[src/rtl/rc4_pkg.sv]
// shared types and constants for the rc4 stream cipher engine
`timescale 1ns / 1ps

package rc4_pkg;

  localparam int KEY_MAX_DEF = 16;
  localparam int PERM_DEPTH  = 256;
  localparam int PERM_AW     = 8;
  localparam int KEY_LEN_W   = 5;
  localparam int CFG_IDX_W   = 2;
  localparam int CFG_DATA_W  = 64;

  typedef enum logic [CFG_IDX_W-1:0] {
    CFG_KEY_LOW  = 2'd0,
    CFG_KEY_HIGH = 2'd1,
    CFG_KEY_LEN  = 2'd2
  } cfg_idx_t;

  // one datapath operation per cycle
  typedef enum logic [3:0] {
    DP_NOP,
    DP_START,
    DP_FILL,
    DP_KS_RD_N,
    DP_KS_RD_A,
    DP_KS_WR1,
    DP_KS_WR2,
    DP_CR_RD_I,
    DP_CR_RD_J,
    DP_CR_WR1,
    DP_CR_WR2,
    DP_CR_KS
  } dp_op_t;

  typedef struct packed {
    dp_op_t op;
    logic   capture;
    logic   out_load;
  } dp_cmd_t;

  typedef struct packed {
    logic last;
  } dp_stat_t;

endpackage

[src/rtl/rc4_datapath.sv]
// rc4 datapath: permutation memory, indices, key registers and result register
`timescale 1ns / 1ps

module rc4_datapath
  import rc4_pkg::*;
#(
  parameter int KEY_MAX_BYTES = KEY_MAX_DEF
) (
  input  logic                  clk,
  input  logic                  rst_n,
  input  dp_cmd_t               cmd,
  output dp_stat_t              stat,
  input  logic [7:0]            in_data_in,
  input  logic                  cfg_we,
  input  logic [CFG_IDX_W-1:0]  cfg_index,
  input  logic [CFG_DATA_W-1:0] cfg_data,
  output logic [7:0]            out_data_out
);

  localparam int KIDX_W = (KEY_MAX_BYTES > 1) ? $clog2(KEY_MAX_BYTES) : 1;
  localparam logic [KEY_LEN_W-1:0] KMAX = KEY_LEN_W'(KEY_MAX_BYTES);

  logic [7:0] mem [PERM_DEPTH];

  logic [PERM_AW-1:0]    n_r, acc_r, i_r, j_r, t_r;
  logic [7:0]            si_r, sj_r, din_r, res_r, out_data_r, rdata_r;
  logic [KIDX_W-1:0]     kidx_r;
  logic [63:0]           key_lo_r, key_hi_r;
  logic [KEY_LEN_W-1:0]  key_len_r;

  logic [PERM_AW-1:0]    raddr, waddr, acc_nxt, j_nxt;
  logic [7:0]            wdata, key_byte, ks;
  logic                  we;
  logic [KEY_LEN_W-1:0]  used_len;
  logic [KEY_LEN_W-1:0]  kidx_inc;
  logic [3:0]            kidx4;
  logic [127:0]          key_vec;

  always_comb begin
    if (key_len_r == '0) begin
      used_len = KEY_LEN_W'(1);
    end else if (key_len_r > KMAX) begin
      used_len = KMAX;
    end else begin
      used_len = key_len_r;
    end
  end

  assign kidx_inc = KEY_LEN_W'(kidx_r) + KEY_LEN_W'(1);
  assign kidx4    = 4'(kidx_r);
  assign key_vec  = {key_hi_r, key_lo_r};
  assign key_byte = key_vec[{kidx4, 3'b000} +: 8];
  assign acc_nxt  = acc_r + rdata_r + key_byte;
  assign j_nxt    = j_r + rdata_r;
  // the swap write to S[j] lands on the same edge the keystream read is issued
  assign ks       = (t_r == j_r) ? si_r : rdata_r;

  always_comb begin
    raddr = n_r;
    waddr = n_r;
    wdata = rdata_r;
    we    = 1'b0;
    unique case (cmd.op)
      DP_FILL: begin
        we    = 1'b1;
        wdata = n_r;
      end
      DP_KS_RD_A: raddr = acc_nxt;
      DP_KS_WR1: begin
        we = 1'b1;
      end
      DP_KS_WR2: begin
        we    = 1'b1;
        waddr = acc_r;
        wdata = si_r;
      end
      DP_CR_RD_I: raddr = i_r + 8'd1;
      DP_CR_RD_J: raddr = j_nxt;
      DP_CR_WR1: begin
        we    = 1'b1;
        waddr = i_r;
      end
      DP_CR_WR2: begin
        we    = 1'b1;
        waddr = j_r;
        wdata = si_r;
        raddr = si_r + sj_r;
      end
      default: ;
    endcase
  end

  always_ff @(posedge clk) begin
    if (we) begin
      mem[waddr] <= wdata;
    end
    rdata_r <= mem[raddr];
  end

  always_ff @(posedge clk) begin
    if (!rst_n) begin
      i_r       <= '0;
      j_r       <= '0;
      key_lo_r  <= '0;
      key_hi_r  <= '0;
      key_len_r <= KEY_LEN_W'(16);
    end else begin
      if (cfg_we) begin
        unique case (cfg_idx_t'(cfg_index))
          CFG_KEY_LOW:  key_lo_r  <= cfg_data;
          CFG_KEY_HIGH: key_hi_r  <= cfg_data;
          CFG_KEY_LEN:  key_len_r <= cfg_data[KEY_LEN_W-1:0];
          default: ;
        endcase
      end
      unique case (cmd.op)
        DP_START: begin
          i_r <= '0;
          j_r <= '0;
        end
        DP_CR_RD_I: i_r <= i_r + 8'd1;
        DP_CR_RD_J: j_r <= j_nxt;
        default: ;
      endcase
    end
  end

  always_ff @(posedge clk) begin
    if (cmd.capture) begin
      din_r <= in_data_in;
      res_r <= '0;
    end
    if (cmd.out_load) begin
      out_data_r <= res_r;
    end
    unique case (cmd.op)
      DP_START: begin
        n_r    <= '0;
        acc_r  <= '0;
        kidx_r <= '0;
      end
      DP_FILL: n_r <= n_r + 8'd1;
      DP_KS_RD_A: begin
        acc_r <= acc_nxt;
        si_r  <= rdata_r;
      end
      DP_KS_WR2: begin
        n_r <= n_r + 8'd1;
        if (kidx_inc == used_len) begin
          kidx_r <= '0;
        end else begin
          kidx_r <= KIDX_W'(kidx_inc);
        end
      end
      DP_CR_RD_J: si_r <= rdata_r;
      DP_CR_WR1:  sj_r <= rdata_r;
      DP_CR_WR2:  t_r  <= si_r + sj_r;
      DP_CR_KS:   res_r <= din_r ^ ks;
      default: ;
    endcase
  end

  assign stat.last    = (n_r == PERM_AW'(PERM_DEPTH - 1));
  assign out_data_out = out_data_r;

endmodule

[src/rtl/rc4_ctrl.sv]
// rc4 controller: sequences key schedule and keystream steps, owns the handshakes
`timescale 1ns / 1ps

module rc4_ctrl
  import rc4_pkg::*;
(
  input  logic     clk,
  input  logic     rst_n,
  input  logic     in_valid,
  input  logic     in_mode,
  output logic     in_stall,
  output logic     out_valid,
  input  logic     out_stall,
  output logic     out_status,
  input  dp_stat_t stat,
  output dp_cmd_t  cmd
);

  typedef enum logic [3:0] {
    S_IDLE,
    S_FILL,
    S_KS_RD_N,
    S_KS_RD_A,
    S_KS_WR1,
    S_KS_WR2,
    S_CR_RD_I,
    S_CR_RD_J,
    S_CR_WR1,
    S_CR_WR2,
    S_CR_KS,
    S_DONE
  } state_t;

  state_t state_r;
  logic   keyed_r, out_valid_r, out_status_r, pend_status_r;
  logic   accept, out_free;

  assign in_stall = (state_r != S_IDLE);
  assign accept   = in_valid && !in_stall;
  assign out_free = !out_valid_r || !out_stall;

  always_comb begin
    cmd.op       = DP_NOP;
    cmd.capture  = 1'b0;
    cmd.out_load = 1'b0;
    unique case (state_r)
      S_IDLE: begin
        cmd.capture = accept;
        if (accept && in_mode) begin
          cmd.op = DP_START;
        end
      end
      S_FILL:    cmd.op = DP_FILL;
      S_KS_RD_N: cmd.op = DP_KS_RD_N;
      S_KS_RD_A: cmd.op = DP_KS_RD_A;
      S_KS_WR1:  cmd.op = DP_KS_WR1;
      S_KS_WR2:  cmd.op = DP_KS_WR2;
      S_CR_RD_I: cmd.op = DP_CR_RD_I;
      S_CR_RD_J: cmd.op = DP_CR_RD_J;
      S_CR_WR1:  cmd.op = DP_CR_WR1;
      S_CR_WR2:  cmd.op = DP_CR_WR2;
      S_CR_KS:   cmd.op = DP_CR_KS;
      S_DONE:    cmd.out_load = out_free;
      default: ;
    endcase
  end

  always_ff @(posedge clk) begin
    if (!rst_n) begin
      state_r       <= S_IDLE;
      keyed_r       <= 1'b0;
      out_valid_r   <= 1'b0;
      out_status_r  <= 1'b0;
      pend_status_r <= 1'b0;
    end else begin
      if (state_r == S_DONE && out_free) begin
        out_valid_r <= 1'b1;
      end else if (out_valid_r && !out_stall) begin
        out_valid_r <= 1'b0;
      end
      unique case (state_r)
        S_IDLE: begin
          if (accept) begin
            if (in_mode) begin
              keyed_r       <= 1'b1;
              pend_status_r <= 1'b0;
              state_r       <= S_FILL;
            end else if (keyed_r) begin
              pend_status_r <= 1'b0;
              state_r       <= S_CR_RD_I;
            end else begin
              // crypt before any key schedule
              pend_status_r <= 1'b1;
              state_r       <= S_DONE;
            end
          end
        end
        S_FILL:    if (stat.last) state_r <= S_KS_RD_N;
        S_KS_RD_N: state_r <= S_KS_RD_A;
        S_KS_RD_A: state_r <= S_KS_WR1;
        S_KS_WR1:  state_r <= S_KS_WR2;
        S_KS_WR2:  state_r <= stat.last ? S_DONE : S_KS_RD_N;
        S_CR_RD_I: state_r <= S_CR_RD_J;
        S_CR_RD_J: state_r <= S_CR_WR1;
        S_CR_WR1:  state_r <= S_CR_WR2;
        S_CR_WR2:  state_r <= S_CR_KS;
        S_CR_KS:   state_r <= S_DONE;
        S_DONE: begin
          if (out_free) begin
            out_status_r <= pend_status_r;
            state_r      <= S_IDLE;
          end
        end
        default: state_r <= S_IDLE;
      endcase
    end
  end

  assign out_valid  = out_valid_r;
  assign out_status = out_status_r;

endmodule

[src/rtl/rc4_stream_cipher.sv]
// rc4 stream cipher engine top level: one item at a time, one-read one-write permutation memory
// crypt beat: read S[i], read S[j], write S[i], write S[j] with the keystream read, then the XOR;
//   the input stays closed from accept until the result is staged
// init beat: fill of all 256 entries, then 256 schedule iterations of read S[n], read S[acc], write S[n], write S[acc]
// crypt before any init: no keystream step, result straight to the output stage, data zero
// reset (rst_n low, synchronous) clears the i and j indices, keyed flag, handshakes, key bytes; length 16
`timescale 1ns / 1ps

module rc4_stream_cipher
  import rc4_pkg::*;
#(
  parameter int KEY_MAX_BYTES = KEY_MAX_DEF
) (
  input  logic                  clk,
  input  logic                  rst_n,
  input  logic                  in_valid,
  output logic                  in_stall,
  input  logic                  in_mode,
  input  logic [7:0]            in_data_in,
  output logic                  out_valid,
  input  logic                  out_stall,
  output logic [7:0]            out_data_out,
  output logic                  out_status,
  input  logic                  cfg_valid,
  output logic                  cfg_ready,
  input  logic [CFG_IDX_W-1:0]  cfg_index,
  input  logic [CFG_DATA_W-1:0] cfg_data
);

  dp_cmd_t  cmd;
  dp_stat_t stat;

  assign cfg_ready = 1'b1;

  rc4_ctrl u_ctrl (
    .clk        (clk),
    .rst_n      (rst_n),
    .in_valid   (in_valid),
    .in_mode    (in_mode),
    .in_stall   (in_stall),
    .out_valid  (out_valid),
    .out_stall  (out_stall),
    .out_status (out_status),
    .stat       (stat),
    .cmd        (cmd)
  );

  rc4_datapath #(
    .KEY_MAX_BYTES (KEY_MAX_BYTES)
  ) u_dp (
    .clk          (clk),
    .rst_n        (rst_n),
    .cmd          (cmd),
    .stat         (stat),
    .in_data_in   (in_data_in),
    .cfg_we       (cfg_valid && cfg_ready),
    .cfg_index    (cfg_index),
    .cfg_data     (cfg_data),
    .out_data_out (out_data_out)
  );

  // one item at a time: a taken beat closes the input until its result is staged
  a_one_at_a_time: assert property (@(posedge clk) disable iff (!rst_n)
    in_valid && !in_stall |=> in_stall)
    else $error("input beat accepted while an item is in flight");

  // a not-keyed result never carries data
  a_status_zero_data: assert property (@(posedge clk) disable iff (!rst_n)
    out_valid && out_status |-> out_data_out == 8'd0)
    else $error("not-keyed result with nonzero data");

  a_reset_quiet: assert property (@(posedge clk)
    !rst_n |=> !out_valid && !in_stall)
    else $error("handshakes not cleared by reset");

  // the datapath only runs memory steps while the input side is closed
  a_ops_when_busy: assert property (@(posedge clk) disable iff (!rst_n)
    cmd.op != DP_NOP && cmd.op != DP_START |-> in_stall)
    else $error("datapath step issued while idle");

endmodule

[config.mk]
export PLATFORM = sky130hd
export DESIGN_NAME = rc4_stream_cipher
export DESIGN_NICKNAME = d
export VERILOG_FILES = /design/src/rtl/rc4_pkg.sv /design/src/rtl/rc4_datapath.sv /design/src/rtl/rc4_ctrl.sv /design/src/rtl/rc4_stream_cipher.sv
export SDC_FILE = /design/constraint.sdc
export NUM_CORES = 2
export LEC_CHECK = 0
export ABC_AREA = 1
export BUFFER_PORTS_ARGS = -buffer_cell sky130_fd_sc_hd__buf_2
export CORE_MARGIN = 4
export CORE_UTILIZATION = 40
export DETAILED_ROUTE_END_ITERATION = 16
export GPL_ROUTABILITY_DRIVEN = 0
export SLEW_MARGIN = 20
export SYNTH_ARGS = -nofsm -noshare
export SYNTH_HDL_FRONTEND = slang
export SYNTH_HIERARCHICAL = 1
export SYNTH_SLANG_ARGS = --single-unit
[constraint.sdc]
create_clock -name clk -period 10.13 [get_ports clk]
set_input_delay 1.5195 -clock clk [delete_from_list [all_inputs] [get_ports clk]]
set_output_delay 1.5195 -clock clk [all_outputs]
set_load 0.01 [all_outputs]
==> results_dict.tcl <==
set metrics [dict create \
    synth-async-reset-ratio_pct 0 \
    hold_viol_final 0 \
    timing.critical_path.fanout_max 121 \
    synth_adder_area_share_pct 0.491 \
    grt_pass1_vias 64800 \
    final_nets 9544 \
    clock_tree.htree_level_count 4 \
    die_width_um 506 \
    multi_input_area_um2 26600 \
    first_iter_violations 8207 \
    initial_util_pct 40.3 \
    postSynthCellCount 9596 \
    numPortBuffers 90 \
    fraction_of_post_synthesis_cell_area_in_the_top_cell_type_by_area_pct 63.9 \
    routed_wirelength_um 281000 \
    outcome "finished, final reports clean" \
    seq_area_frac_synth_pct 67.3 \
    synth_top_family_by_area "simple AND/OR/NAND/NOR gates" \
    fmax_ghz 0.141 \
    cts_sinks 2281 \
    synthesis.nets 9709 \
    criticalPathCategory "reg -> reg" \
    grtUsageTotal_pct 21.4 \
    grt_setup_unrepaired "false" \
    post_cts.resized_instances 0 \
    grt_start_max_net_pins 204 \
    origin_of_the_critical_flop_to_flop_path "u_dp/kidx4[0]" \
    fin_setup_tns_ns 0 \
    grt_antenna_before_repair 6 \
    core_area_um2 247000 \
    setup.worst_path.start "u_dp/kidx4[0]" \
    worst_ep_arrival_time_ns 7.88 \
    timing.critical_path.required_ns 10.94 \
    synthesis.area_per_instance_um2 10.4 \
    worst-r2r-cell-count 26 \
    tritoncts.num_buffers 228 \
    whs_ns 0.417 \
    post_drt_via_cell_ratio 5.33 \
    timing.clock.skew_ns 0.0518 \
    sequential_cell_area_um2 66800 \
    vias 68900 \
    synth_xor_xnor_area_share_pct 0.176 \
    syn_to_final_growth_pct 10.7 \
    final-max-slew-violation-count 0 \
    floorplan.die.height_um 506 \
    grt_first_pass_wirelength_um 421000 \
    postSynthRegisterBits 2281 \
    number_of_flops_mapped_to_enable_cells_by_yosys 2116 \
    timing.max_slew.rel_slack_pct 24.2 \
    synthTopCellsByArea "sky130_fd_sc_hd__edfxtp_1 64%, sky130_fd_sc_hd__nand2_1 10%, sky130_fd_sc_hd__nand3_1 8.0%, sky130_fd_sc_hd__inv_1 3.4%, sky130_fd_sc_hd__dfxtp_1 3.3%" \
    die-area_um2 256000 \
    report.final.setup_viol 0 \
    drt_first_pass_iters 6 \
    detail_route.drc_violations 0 \
    post_synth_top_area_cell "sky130_fd_sc_hd__edfxtp_1" \
    netlist_area_before_placement_um2 99400 \
    clock_tree.root_cell "sky130_fd_sc_hd__clkbuf_16" \
    synth-compound-area-share_pct 3.01 \
    hold_start "u_dp/res_r[6]" \
    dp_hpwl_um 157000 \
    clk_path_buf_depth 3 \
    timing.max_cap.violations 0 \
    layout_worst_path_cycle_share_pct 69.8 \
    grt_remaining_overflow 0 \
    final_layout_size_suffix_gt1_share_pct 6.04 \
    distinct_cells_synth 46 \
    detail-route-antenna-nets 0 \
    hp-class "reg -> reg" \
    post-cts-setup-buffers 0 \
    placementRows 182 \
    cts_tree "yes" \
    fill_cells 22800 \
    tightest_slew_ns 1.14 \
    clkSlewWorstSetupHoldPaths_ns 0.06 \
    synthesis.yosys.warnings 6 \
    critPathLaunchType "flop" \
    clk_latency_ns 0.88 \
    timing.critical_path.to_type "flop" \
    io-pin-count 92 \
    mean_routed_wirelength_per_cell_um 21.7 \
    timing.final.crit_period_ns 7.07 \
    post_cts_hold_buffer_count 0 \
    reg_to_reg_slack_setup_ns 3.06 \
    whs_path_depth 0 \
    synth-main-ff-cell "sky130_fd_sc_hd__edfxtp_1" \
    synth.mux.area_fraction_pct 0.0705 \
    synthSimpleGateAreaFrac_pct 22.9 \
]
[synthesized netlist by cell type (2+ instances only)]
master / instances
sky130_fd_sc_hd__nand2_1: 2637
sky130_fd_sc_hd__nor2_2: 7
sky130_fd_sc_hd__inv_2: 9
sky130_fd_sc_hd__ha_1: 23
sky130_fd_sc_hd__nor2_1: 691
sky130_fd_sc_hd__o21ai_1: 8
sky130_fd_sc_hd__inv_1: 900
sky130_fd_sc_hd__o22ai_1: 18
sky130_fd_sc_hd__a211oi_1: 3
sky130_fd_sc_hd__nor3_1: 10
sky130_fd_sc_hd__nand2_2: 5
sky130_fd_sc_hd__a21oi_2: 4
sky130_fd_sc_hd__a21oi_1: 59
sky130_fd_sc_hd__buf_4: 5
sky130_fd_sc_hd__fa_1: 10
sky130_fd_sc_hd__dfxtp_1: 165
sky130_fd_sc_hd__nor2_4: 4
sky130_fd_sc_hd__buf_2: 327
sky130_fd_sc_hd__clkinv_1: 4
sky130_fd_sc_hd__nand3_2: 2
sky130_fd_sc_hd__o211ai_1: 96
sky130_fd_sc_hd__mux2i_1: 7
sky130_fd_sc_hd__xor2_1: 18
sky130_fd_sc_hd__o221ai_1: 11
sky130_fd_sc_hd__nor4_1: 3
sky130_fd_sc_hd__o21ai_0: 315
sky130_fd_sc_hd__edfxtp_1: 2116
sky130_fd_sc_hd__nand3_1: 1595
sky130_fd_sc_hd__nand3b_1: 252
sky130_fd_sc_hd__clkbuf_1: 214
sky130_fd_sc_hd__buf_1: 37
sky130_fd_sc_hd__xnor2_1: 2
sky130_fd_sc_hd__a221oi_1: 3
sky130_fd_sc_hd__or2_2: 17
sky130_fd_sc_hd__a31oi_1: 2
sky130_fd_sc_hd__o2111ai_1: 2
sky130_fd_sc_hd__nand4_1: 6
[layout by cell type, fill, tap and decap left out, types with 96 or more instances in the layout]
cell                           n
sky130_fd_sc_hd__nand2_1    2630
sky130_fd_sc_hd__edfxtp_1   2116
sky130_fd_sc_hd__nand3_1    1594
sky130_fd_sc_hd__inv_1       893
sky130_fd_sc_hd__nor2_1      687
sky130_fd_sc_hd__o21ai_0     315
sky130_fd_sc_hd__nand3b_1    252
sky130_fd_sc_hd__clkbuf_16   231
sky130_fd_sc_hd__dfxtp_1     165
sky130_fd_sc_hd__o211ai_1     96
[cells by family after synthesis]
logic type	count (synthesis)
simple gates	5232
flops	2281
buf+inv	1497
compound gates	525
fa+ha+maj	33
xor+xnor	20
mux	7
other cells	1
[flip-flops by register name, indices dropped and copies added (netlist names), 4 cells and up]
register,flops
u_dp/si_r,8
u_dp/i_r,8
u_dp/j_r,8
u_dp/n_r,8
u_dp/t_r,8
u_dp/key_lo_r,64
u_dp/sj_r,8
u_dp/key_hi_r,64
u_dp/key_len_r,5
u_dp/mem,2048
u_ctrl/state_r,4
u_dp/rdata_r,8
u_dp/kidx4,4
u_dp/res_r,8
u_dp/acc_r,8
u_dp/out_data_out,8
u_dp/din_r,8
[worst max-delay path: stages, from the launching register on]
cell	delay [ns]
sky130_fd_sc_hd__edfxtp_1	0.33
sky130_fd_sc_hd__buf_4	0.55
sky130_fd_sc_hd__inv_2	0.50
sky130_fd_sc_hd__o21ai_0	0.29
sky130_fd_sc_hd__o221ai_1	0.14
sky130_fd_sc_hd__nand2_1	0.14
sky130_fd_sc_hd__nor2_1	0.05
sky130_fd_sc_hd__a221oi_1	0.30
sky130_fd_sc_hd__fa_1	0.24
sky130_fd_sc_hd__inv_1	0.04
sky130_fd_sc_hd__ha_1	0.27
sky130_fd_sc_hd__nand3_1	0.09
sky130_fd_sc_hd__nand2_1	0.11
sky130_fd_sc_hd__nor2_1	0.05
sky130_fd_sc_hd__nand2_1	0.15
sky130_fd_sc_hd__nand2_8	0.35
sky130_fd_sc_hd__inv_8	0.64
sky130_fd_sc_hd__buf_12	0.48
sky130_fd_sc_hd__buf_12	0.33
sky130_fd_sc_hd__nand2_1	0.10
sky130_fd_sc_hd__nand3_1	0.10
sky130_fd_sc_hd__nand3_1	0.14
sky130_fd_sc_hd__nand3_1	0.21
sky130_fd_sc_hd__nand3_1	0.17
sky130_fd_sc_hd__nand3_1	0.35
sky130_fd_sc_hd__nand3_1	0.36
sky130_fd_sc_hd__nand2_1	0.16
[layout make-up]
cell class              count  area share [%]
diodes                      3         0.00682
clock buffers             281            5.46
clock inverters           148            1.28
inverters                 913            3.14
multi-input cells        5818            24.2
flip-flops and latches   2281            60.8
well taps                3312            3.77
repair buffers            189            1.39
[routing by layer]
layer / track usage [%] / vias to the layer above / wire length [um]
met5: 0 / - / 10
met4: 7.57 / 2 / 10200
met3: 3.52 / 508 / 22500
met2: 33.4 / 2826 / 127000
met1: 30.2 / 33500 / 121000
li1: - / 32100 / -
[path summary, 6_finish.rpt]
| kind | endpoint |
|---|---|
| worst min register to register | u_dp/out_data_out[6] |
| worst min-delay path | u_dp/out_data_out[6] |
| worst max register to register | u_dp/rdata_r[6] |
| worst max-delay path | u_dp/rdata_r[6] |
[stage by stage]
stage / instances / utilization, % / setup WS (ns) / area, um2
after floorplan: 9596 / - / -0.410 / 99400
after detailed placement: 12500 / 41.6 / 2.14 / 103000
after CTS: 12900 / 44.6 / 2.14 / 110000
after global routing: 12900 / 44.6 / 2.64 / 110000
after global placement: 12500 / 41.6 / 2.06 / 103000
final: 12900 / 44.6 / 3.06 / 110000
Power is left out: the tool's default activity adds up to more than one toggle a clock period on the data nets, which glitch-free logic cannot reach.
